==> src/hdl/tcw_pkg.sv <==
package tcw_pkg;

	// screen geometry
	localparam int COLUMNS = 80;
	localparam int ROWS = 25;
	localparam int CELLS = COLUMNS * ROWS;

	// field widths of the ports
	localparam int KIND_W = 1;
	localparam int CH_W = 8;
	localparam int IDX_W = 11;
	localparam int CUR_OUT_W = 11;
	localparam int CELL_W = 16;
	localparam int ATTR_W = 8;
	localparam int START_W = 11;

	// internal widths
	localparam int ADDR_W = $clog2(CELLS);
	localparam int COL_W = $clog2(COLUMNS);
	localparam int NXT_W = $clog2(CELLS + COLUMNS + 1);

	// scroll geometry
	localparam int COPY_LEN = (ROWS - 1) * COLUMNS;
	localparam int BOTTOM_ROW = (ROWS - 1) * COLUMNS;

	// character codes
	localparam logic [CH_W-1:0] CHAR_CR = 8'd13;
	localparam logic [CH_W-1:0] CHAR_LF = 8'd10;
	localparam logic [CH_W-1:0] CHAR_SPACE = 8'h20;

	// item kinds
	localparam logic [KIND_W-1:0] KIND_WRITE = 1'b0;
	localparam logic [KIND_W-1:0] KIND_READ = 1'b1;

	// configuration port
	localparam int CFG_IDX_W = 2;
	localparam int CFG_DATA_W = 11;
	localparam logic [CFG_IDX_W-1:0] REG_MIRROR_ENABLE = 2'd0;
	localparam logic [CFG_IDX_W-1:0] REG_START_CURSOR = 2'd1;
	localparam logic [CFG_IDX_W-1:0] REG_ATTRIBUTE = 2'd2;
	localparam logic [ATTR_W-1:0] ATTR_RESET = 8'd7;

	typedef struct packed {
		logic capture;
		logic read_issue;
		logic read_take;
		logic load_start;
		logic load_step;
		logic exec;
		logic copy_step;
		logic blank_step;
		logic clear_step;
		logic cnt_clr;
		logic out_load;
	} tcw_cmd_t;

	typedef struct packed {
		logic kind_rd;
		logic mirror;
		logic loaded;
		logic rem_ge;
		logic scroll_req;
		logic copy_last;
		logic blank_last;
		logic clear_last;
		logic out_free;
	} tcw_status_t;

endpackage

==> src/hdl/tcw_ctrl.sv <==
module tcw_ctrl (
	input  logic                 clk,
	input  logic                 arst_n,
	input  logic                 in_valid,
	output logic                 in_ready,
	input  tcw_pkg::tcw_status_t st,
	output tcw_pkg::tcw_cmd_t    cmd
);
	import tcw_pkg::*;

	localparam logic [3:0] S_CLEAR  = 4'd0;
	localparam logic [3:0] S_IDLE   = 4'd1;
	localparam logic [3:0] S_DECODE = 4'd2;
	localparam logic [3:0] S_LOAD   = 4'd3;
	localparam logic [3:0] S_EXEC   = 4'd4;
	localparam logic [3:0] S_COPY   = 4'd5;
	localparam logic [3:0] S_BLANK  = 4'd6;
	localparam logic [3:0] S_READ   = 4'd7;
	localparam logic [3:0] S_DONE   = 4'd8;

	logic [3:0] state_q;
	logic [3:0] state_d;

	always_comb begin
		state_d = state_q;
		cmd = '0;
		in_ready = 1'b0;
		case (state_q)
			S_CLEAR: begin
				cmd.clear_step = 1'b1;
				if (st.clear_last) begin
					cmd.cnt_clr = 1'b1;
					state_d = S_IDLE;
				end
			end
			S_IDLE: begin
				in_ready = 1'b1;
				if (in_valid) begin
					cmd.capture = 1'b1;
					state_d = S_DECODE;
				end
			end
			S_DECODE: begin
				if (st.kind_rd) begin
					cmd.read_issue = 1'b1;
					state_d = S_READ;
				end else if (!st.mirror) begin
					state_d = S_DONE;
				end else if (!st.loaded) begin
					cmd.load_start = 1'b1;
					state_d = S_LOAD;
				end else begin
					state_d = S_EXEC;
				end
			end
			S_LOAD: begin
				cmd.load_step = 1'b1;
				if (!st.rem_ge) begin
					state_d = S_EXEC;
				end
			end
			S_EXEC: begin
				cmd.exec = 1'b1;
				if (st.scroll_req) begin
					cmd.cnt_clr = 1'b1;
					state_d = S_COPY;
				end else begin
					state_d = S_DONE;
				end
			end
			S_COPY: begin
				cmd.copy_step = 1'b1;
				if (st.copy_last) begin
					cmd.cnt_clr = 1'b1;
					state_d = S_BLANK;
				end
			end
			S_BLANK: begin
				cmd.blank_step = 1'b1;
				if (st.blank_last) begin
					cmd.cnt_clr = 1'b1;
					state_d = S_DONE;
				end
			end
			S_READ: begin
				cmd.read_take = 1'b1;
				state_d = S_DONE;
			end
			S_DONE: begin
				if (st.out_free) begin
					cmd.out_load = 1'b1;
					state_d = S_IDLE;
				end
			end
			default: begin
				state_d = S_IDLE;
			end
		endcase
	end

	always_ff @(posedge clk or negedge arst_n) begin
		if (!arst_n) begin
			state_q <= S_CLEAR;
		end else begin
			state_q <= state_d;
		end
	end

endmodule

==> config.mk <==
export PLATFORM = sky130hd
export DESIGN_NAME = tcw_ctrl
export DESIGN_NICKNAME = d
export VERILOG_FILES = /design/src/hdl/tcw_pkg.sv /design/src/hdl/tcw_ctrl.sv
export SDC_FILE = /design/constraint.sdc
export NUM_CORES = 1
export LEC_CHECK = 0
export BUFFER_PORTS_ARGS = -buffer_cell sky130_fd_sc_hd__buf_4
export CAP_MARGIN = 10
export CORE_MARGIN = 2
export CORE_UTILIZATION = 40
export CTS_BUF_LIST = sky130_fd_sc_hd__clkbuf_4 sky130_fd_sc_hd__clkbuf_8 sky130_fd_sc_hd__clkbuf_16
export DETAILED_ROUTE_END_ITERATION = 10
export PLACE_DENSITY_LB_ADDON = 0.25
export SLEW_MARGIN = 30
export SYNTH_ARGS = -nofsm -noshare
export SYNTH_HDL_FRONTEND = slang
export SYNTH_SLANG_ARGS = --single-unit
==> constraint.sdc <==
create_clock -name clk -period 1.5 [get_ports clk]
set_input_delay 0.075 -clock clk [delete_from_list [all_inputs] [get_ports clk]]
set_output_delay 0.075 -clock clk [all_outputs]
set_load 0.02 [all_outputs]
* Yosys cells after proc, flatten, opt, wreduce, memory -nomap -nowiden
Index checks and enable logic that the tools add are counted.
** Storage, ports and cells
- Flip-flop bits (word level) :: 4
- Input bits :: 12
- Output and inout bits :: 12
- Word-level logic and storage cells :: 50
** Operators by class
- Equal/unequal tests :: 14
- Multiplexer cells :: 33
- Reductions and logical operators :: 2
** Operators with widths (count)
- two-way mux 4 bit :: 9
- one-hot mux 4 bit (9 select lines) :: 1
- two-way mux 1 bit :: 21
- equality test 4 x 3 -> 1 bit (second input constant) :: 4
- inequality test 2 bit (second input constant) :: 6
- equality test 4 x 2 -> 1 bit (second input constant) :: 2
- AND reduction 6 bit :: 1
- equality test 4 x 1 -> 1 bit (second input constant) :: 1
- equality test 4 bit (second input constant) :: 1
- zero test 4 bit :: 1
- one-hot mux 1 bit (4 select lines) :: 1
- two-way mux 3 bit :: 1

* Logic depth before layout (Yosys ltp)
Gate-level depths: netlist (run 1).
- Depth after elaboration :: 4
- Mapped depth :: 6
- Mapped depth without buffers :: 4

* Least setup slack after synthesis (run 1)
No wires, ideal clock.
- Kind :: reg-to-reg
- Start point :: register state_q[0]
- End point :: register state_q[0]
- Library setup time :: 125 ps
- Data arrival time :: 1355 ps
- Data required time :: 1375 ps
- Path slack :: 20 ps
- Cell stages (with the launch flop) :: 6
- Buffers on the path :: 1
- Clock period less this slack :: 1480 ps
- Cell sequence :: dfrtp_1 > buf_4 > mux2i_1 > and3b_4 > a221oi_4 > mux2_4
** Between the ends
- Word-level cells in the longest chain between the ends :: 3
- Elaborated cells on any way between the ends :: 17
- Classes of those cells :: eq/ne (14); mux (1); reduce/logical (2)
** Ends and longest elaborated chain
- start: declaration :: RTL line tcw_ctrl.sv:21 : logic [3:0] state_q;
- start signal: assignment :: RTL line tcw_ctrl.sv:105 : state_q <= state_d;
- equality test 4 x 2 -> 1 bit (tied with other cells) :: RTL line tcw_ctrl.sv:28 : case (state_q)
- inequality test 2 bit (no source line)
- AND reduction 6 bit (no source line)
Parallel ways exist; a longest one is shown, timed or not.
A chain may end at the register's enable or synchronous reset.

* Final worst setup path (run 1)
- Start point :: register state_q[0]
- End point :: register state_q[2]
The elaborated chain is that of the path after synthesis.

==> qor.txt, run 1 <==
Die Ht -> 40.8 um
Final Cycle Share -> 1.04
Die ar. -> 0.00166 sq mm
GR Util met1 -> 0.290
area delta synth->final -> 66.2%
mux cell area share after synthesis -> 0.0949
CP Launch Type -> register
reg2reg end -> state_q[2]
pre-CTS WS -> -0.0262 ns
leakage -> 0.427 nW
relative slew slack -> 0.786
synthesized area per cell -> 7.95 sq um
Final Setup Violations -> 5
Pins Over Slew Limit -> 0
largest net degree at the start of global routing -> 9
post-synthesis sequential area ratio -> 0.185
Worst-Margin Slew -> 0.318 ns
most common cell after layout, fill and taps aside -> buf_4
total of max-cap violations -> 0
RSZ-0062 raised after global routing -> yes
CP cell instances -> buf_8 > buf_4 > nor2b_1 > a2bb2oi_1 > o21ai_1 > mux2_4
Yosys warning count -> 0
Slowest Stage Delay on Critical Path -> 0.45 ns
setup_tns -> -0.291 ns
post-synthesis compound-gate area fraction -> 0.266
failing checks -> negative setup slack
remaining global-route overflow -> 0
Tot Pwr -> 0.00195 W
Worst VDD drop -> 0.00105 V
Detailed Routing Iterations Pass 1 -> 4
Synth cell types -> 33
busiest layer in global routing -> met2
xor and xnor area share after synthesis -> 0
CTS root buf -> clkbuf_4
CTS H-tree lvls -> 1
Worst R2R Start -> state_q[0]
Worst Path Class, Setup -> reg -> reg
Max Clock Skew -> 0.000638 ns
CP required -> 1.62 ns
Via density -> 5.43
ANT cells -> 0
global-route met3 utilization -> 0.0380
min-delay src -> st[0]
dpl hpwl -> 1.09 mm
gpl congestion -> 0.777
Hold Crit Class -> in -> reg
# port buffers -> 23
r2r setup slk -> -0.07 ns
adder-cell share of the synthesized area -> 0
I/O pin total -> 24
cells after synthesis -> 68
CTS tree -> done
Num CTS Buffers -> 3
Routed wire per std cell -> 14.2 um
nature of the critical path endpoint -> register
CTS Buffer Depth -> 2
Biggest register -> state_q
Fin. Hold Viols -> 0
Die W -> 40.8 um
grt met2 use -> 0.365
slowest stage cell on the critical path -> dfrtp_2
Final ANT Viol Nets -> 0
Worst Hold Endpoint -> state_q[3]
vias in the first global route -> 621
final net count -> 120
clk sinks -> 4
Clk pin slew, worst setup/hold paths -> 0.04 ns
gr usage total -> 0.237
Simple-Gate Fraction of Synth Area -> 0.370
status -> finished, violations left
Worst Setup Slack, final -> -0.0652 ns
Crit Path Max Fanout -> 6
crit path DAT -> 1.68 ns
commonest non-fill, non-tap cells in the layout -> buf_4 (35), nor2_1 (7), nand2b_1 (6)
Final min period -> 1.57 ns
Fmax -> 639 MHz
vias -> 657
Core Region -> 0.00128 sq mm
Initial Utilization -> 0.421
filler instances -> 104
reg2reg path depth -> 6
initial antenna violation count -> 0
largest family of logic cells by synthesized area -> simple AND/OR/NAND/NOR gates
Synth Net Count -> 80
max reg flops -> 4
clock latency on the worst-skew pair -> 0.24 ns
DRC -> 0
Yosys reg bits -> 4
row cnt -> 13
synthesized cell area -> 541 sq um
share of cells above drive strength 1 -> 0.509
Power Density -> 2170 mW/mm^2
Starting DRT DRC Count -> 11
Post-Route WL -> 1.72 mm
worst hold path depth -> 2
global-route wire length before repair -> 2.53 mm
registers with the most flip-flops -> state_q x4
-- kinds of logic (layout without fill, tap and decap cells) --
| family | count (synthesis) | after routing |
|---|---|---|
| buf+inv | 8 | 46 |
| flops | 4 | 4 |
| simple gates | 34 | 34 |
| compound gates | 18 | 18 |
| mux | 4 | 4 |
-- stage by stage --
| step | instance area, sq um | util | std cells | hold slack (ns) |
|---|---|---|---|---|
| 2_1_floorplan | 541 | - | 68 | -0.221 |
| 3_3_place_gp | 762 | 0.593 | 109 | -0.129 |
| 3_5_place_dp | 762 | 0.593 | 109 | -0.129 |
| 4_1_cts | 892 | 0.694 | 121 | 0.0497 |
| 5_1_grt | 898 | 0.699 | 121 | 0.0603 |
| 6_report | 898 | 0.699 | 121 | 0.0479 |
-- worst max path at each step --
| stage | start | endpoint | slack [ns] | cells past startpoint |
|---|---|---|---|---|
| after detailed placement | state_q[2] | state_q[0] | -0.03 | 5 |
| after global placement | state_q[0] | state_q[3] | -0.04 | 5 |
| after global routing | state_q[0] | cmd[7] | -0.16 | 5 |
| after CTS | state_q[0] | cmd[7] | -0.04 | 5 |
| after floorplan | state_q[0] | state_q[0] | 0.02 | 5 |
| final | state_q[0] | state_q[2] | -0.07 | 6 |
-- power breakdown --
part	switching [W]	total, W	internal (W)	leakage, nW
combinational	0.000752	0.00157	0.000816	0.364
sequential	0.0000766	0.000242	0.000165	0.0488
clock	0.0000451	0.000135	0.0000896	0.0138
total	0.000874	0.00195	0.00107	0.427
-- routing by layer --
layer,vias up,share of wire
met4,0,0.027
met3,6,0.044
li1,323,-
met5,-,0
met1,299,0.45
met2,29,0.48
-- what timing repair did --
item / 4_1_cts / 5_1_grt
hold buffers: 1 / 0
endpoints found under the setup margin: 7 / 9
setup buffers: 8 / 0
endpoints found under the hold margin: 4 / 0
pin swaps: 1 / 2
resized for setup: 10 / 2
-- critical path, delay by kind of cell (launching register included) --
family	cells	cell delay [ns]
flip-flops	1	0.45
buffers and inverters	2	0.29
AO/OA/AOI/OAI	2	0.29
multiplexers	1	0.26
AND/OR/NAND/NOR	1	0.15
-- cells in the mapped netlist (all sizes together) --
cell,number,area share
a2bb2oi,1,0.016
a221oi,2,0.065
o311ai,1,0.016
nor4b,1,0.028
mux2,3,0.076
and2,1,0.012
o22ai,1,0.012
o2bb2ai,2,0.044
nand3b,2,0.028
nor3,2,0.019
a32oi,1,0.016
dfrtp,4,0.19
and3,3,0.035
nor2b,5,0.058
a21oi,3,0.028
and3b,1,0.023
mux2i,1,0.019
nand2,3,0.021
nor2,9,0.067
nor4,1,0.012
o21ai,6,0.056
o211ai,1,0.014
nand2b,6,0.069
buf,5,0.062
inv,2,0.014
clkbuf,1,0.0069
-- final cells by class --
type | count | area (sq um) | area share
Clock buffer | 3 | 22.5 | 0.0251
Multi-Input combinational cell | 56 | 414 | 0.461
Sequential cell | 4 | 103 | 0.114
Timing Repair Buffer | 41 | 333 | 0.370
Inverter | 2 | 7.51 | 0.00836
Tap cell | 15 | 18.8 | 0.0209
Power figures use the tool's default switching activity.
==> run 2: changes to the inputs <==
- CORE_AREA: default -> 2 2 39 41
- CORE_MARGIN: 2 -> default
- CORE_UTILIZATION: 40 -> default
- DIE_AREA: default -> 0 0 41 43
- clock period: 1.5 -> 1.6 ns (I/O delays scaled with it)
==> run 2 against run 1 <==
Against the previous run: the flow still finishes with violations (negative setup slack); critical path depth is 1 lower; sequential power is 3% lower; via count is 4.0% lower; die area is 6.1% higher; combinational power is 12% lower; clock power is 4% lower; global-route usage is 4.1 points lower; register-to-register slack better by 0.05 ns; sequential share of layout area is 0.35 points higher; clock skew hardly changed; critical endpoint is now state_q[0]; largest cell class unchanged; highest routed layer is now met3.
==> qor.txt, run 2 (synthesis results as in run 1) <==
status -> finished, violations left (unchanged)
failing checks -> negative setup slack (unchanged)
setup_tns -> -0.0248 ns (was -0.291 ns)
crit path DAT -> 1.73 ns (was 1.68 ns)
Final Cycle Share -> 1.01 (was 1.04)
Detailed Routing Iterations Pass 1 -> 4 (unchanged)
Die Ht -> 43 um (was 40.8 um)
global-route wire length before repair -> 2.46 mm (was 2.53 mm)
Routed wire per std cell -> 13.0 um (was 14.2 um)
Worst Setup Slack, final -> -0.0135 ns (was -0.0652 ns)
Starting DRT DRC Count -> 10 (was 11)
clock network power share -> 0.074 (was 0.069)
commonest non-fill, non-tap cells in the layout -> buf_4 (36), nor2_1 (7), nand2b_1 (6) (was buf_4 (35), nor2_1 (7), nand2b_1 (6))
Fin. Hold Viols -> 0 (unchanged)
CP endpoint -> state_q[0] (was state_q[2])
Fmax -> 620 MHz (was 639 MHz)
Final ANT Viol Nets -> 0 (unchanged)
DRC -> 0 (unchanged)
clk sinks -> 4 (unchanged)
Reg power frac -> 0.135 (was 0.124)
CP startpoint -> state_q[2] (was state_q[0])
# port buffers -> 23 (unchanged)
Die ar. -> 0.00176 sq mm (was 0.00166 sq mm)
Initial Utilization -> 0.391 (was 0.421)
gpl congestion -> 0.771 (was 0.777)
relative slew slack -> 0.783 (was 0.786)
cell-internal power -> 0.000957 W (was 0.00107 W)
share of cells above drive strength 1 -> 0.533 (was 0.509)
reg2reg path depth -> 5 (was 6)
clock latency on the worst-skew pair -> 0.23 ns (was 0.24 ns)
Post-DP Area -> 763 sq um (was 762 sq um)
remaining global-route overflow -> 0 (unchanged)
most common cell after layout, fill and taps aside -> buf_4 (unchanged)
Pins Over Slew Limit -> 0 (unchanged)
I/O pin total -> 24 (unchanged)
Power Density -> 1970 mW/mm^2 (was 2170 mW/mm^2)
CTS tree -> done (unchanged)
RSZ-0062 raised after global routing -> yes (unchanged)
Worst Path Class, Setup -> reg -> reg (unchanged)
nature of the critical path endpoint -> register (unchanged)
ANT cells -> 0 (unchanged)
fin area -> 882 sq um (was 898 sq um)
leakage -> 0.421 nW (was 0.427 nW)
vias -> 631 (was 657)
r2r setup slk -> -0.01 ns (was -0.07 ns)
CTS H-tree lvls -> 1 (unchanged)
reg2reg end -> state_q[0] (was state_q[2])
vias in the first global route -> 608 (was 621)
sw frac -> 0.450 (was 0.449)
largest net degree at the start of global routing -> 11 (was 9)
final net count -> 119 (was 120)
dpl hpwl -> 1.13 mm (was 1.09 mm)
gr usage total -> 0.195 (was 0.237)
Num CTS Buffers -> 3 (unchanged)
Final min period -> 1.61 ns (was 1.57 ns)
CTS Buffer Depth -> 2 (unchanged)
total of max-cap violations -> 0 (unchanged)
Worst R2R Start -> state_q[2] (was state_q[0])
max reg flops -> 4 (unchanged)
Final Setup Violations -> 2 (was 5)
Die W -> 41 um (was 40.8 um)
Crit Path Max Fanout -> 5 (was 6)
Worst VDD drop -> 0.00102 V (was 0.00105 V)
part of the power in combinational logic -> 0.791 (was 0.806)
Clk pin slew, worst setup/hold paths -> 0.04 ns (about the same)
CTS root buf -> clkbuf_4 (unchanged)
row cnt -> 14 (was 13)
initial antenna violation count -> 0 (unchanged)
Hold Crit Class -> in -> reg (unchanged)
Via density -> 5.21 (was 5.43)
Biggest register -> state_q (unchanged)
Post-Route WL -> 1.57 mm (was 1.72 mm)
area delta synth->final -> 63.2% (was 66.2%)
CP Launch Type -> register (unchanged)
Switch Pwr -> 0.000783 W (was 0.000874 W)
CP required -> 1.71 ns (was 1.62 ns)
registers with the most flip-flops -> state_q x4 (unchanged)
Core Region -> 0.00138 sq mm (was 0.00128 sq mm)
Worst-Margin Slew -> 0.322 ns (was 0.318 ns)
Max Clock Skew -> 0.000593 ns (was 0.000638 ns)
## run 2: final cells by class
| type | instances | area, sq um |
|---|---|---|
| timing repair buffer | 40 | 314 |
| inverter | 2 | 7.51 |
| fill | 120 | 502 |
| tap | 16 | 20.0 |
| clock buffer | 3 | 22.5 |
| sequential | 4 | 104 |
| multi-input combinational | 56 | 414 |
## run 2: routing by layer
layer	routed length, um	global-route usage	up-vias
li1	-	-	320
met1	743	0.283	294
met2	778	0.294	17
met3	49	0	0
met4	0	0.0800	0
met5	0	0	-
## run 2: worst min-delay path by stage
stage	slack (ns)	to	cells after the start	startpoint
final	0.05	state_q[3]	2	st[0]
after global routing	0.04	state_q[3]	2	st[0]
after CTS	0.04	state_q[3]	2	st[0]
after detailed placement	-0.12	state_q[3]	1	arst_n
after global placement	-0.12	state_q[3]	1	arst_n
after floorplan	-0.22	state_q[0]	0	arst_n
## run 2: worst max-delay path: stages, from the launching register on
cell,delay (ns)
dfrtp_2,0.44
buf_4,0.15
nand3b_1,0.11
o2bb2ai_2,0.08
a221oi_4,0.38
mux2_4,0.33
## run 2: power groups by stage
stage / Combinational, W / Clock (W) / Sequential, W
after floorplan: 0.000864 / 0 / 0.000174
after global placement: 0.00116 / 0 / 0.000229
after detailed placement: 0.00118 / 0 / 0.000228
after CTS: 0.00127 / 0.000133 / 0.000237
after global routing: 0.00148 / 0.000141 / 0.000240
final: 0.00138 / 0.000129 / 0.000234
## run 2: metrics by stage
| stage | total power, W | utilization | worst slack (ns) | std cells | hold WS, ns |
|---|---|---|---|---|---|
| 6_report | 0.00174 | 0.637 | -0.0135 | 121 | 0.0475 |
| 5_1_grt | 0.00186 | 0.637 | -0.105 | 121 | 0.0377 |
| 4_1_cts | 0.00164 | 0.608 | -0.00541 | 117 | 0.0407 |
| 3_5_place_dp | 0.00141 | 0.552 | 0.00995 | 110 | -0.121 |
| 3_3_place_gp | 0.00139 | 0.552 | 0.0317 | 110 | -0.122 |
| 2_1_floorplan | 0.00104 | - | 0.120 | 68 | -0.216 |
## run 2: timing repair
item | 4_1_cts | 5_1_grt
setup endpoints to repair | 7 | 7
endpoints found under the hold margin | 4 | 0
cloned | 0 | 0
setup buffers | 3 | 4
pin swaps | 2 | 2
hold buffers | 1 | 0
resized for setup | 7 | 6
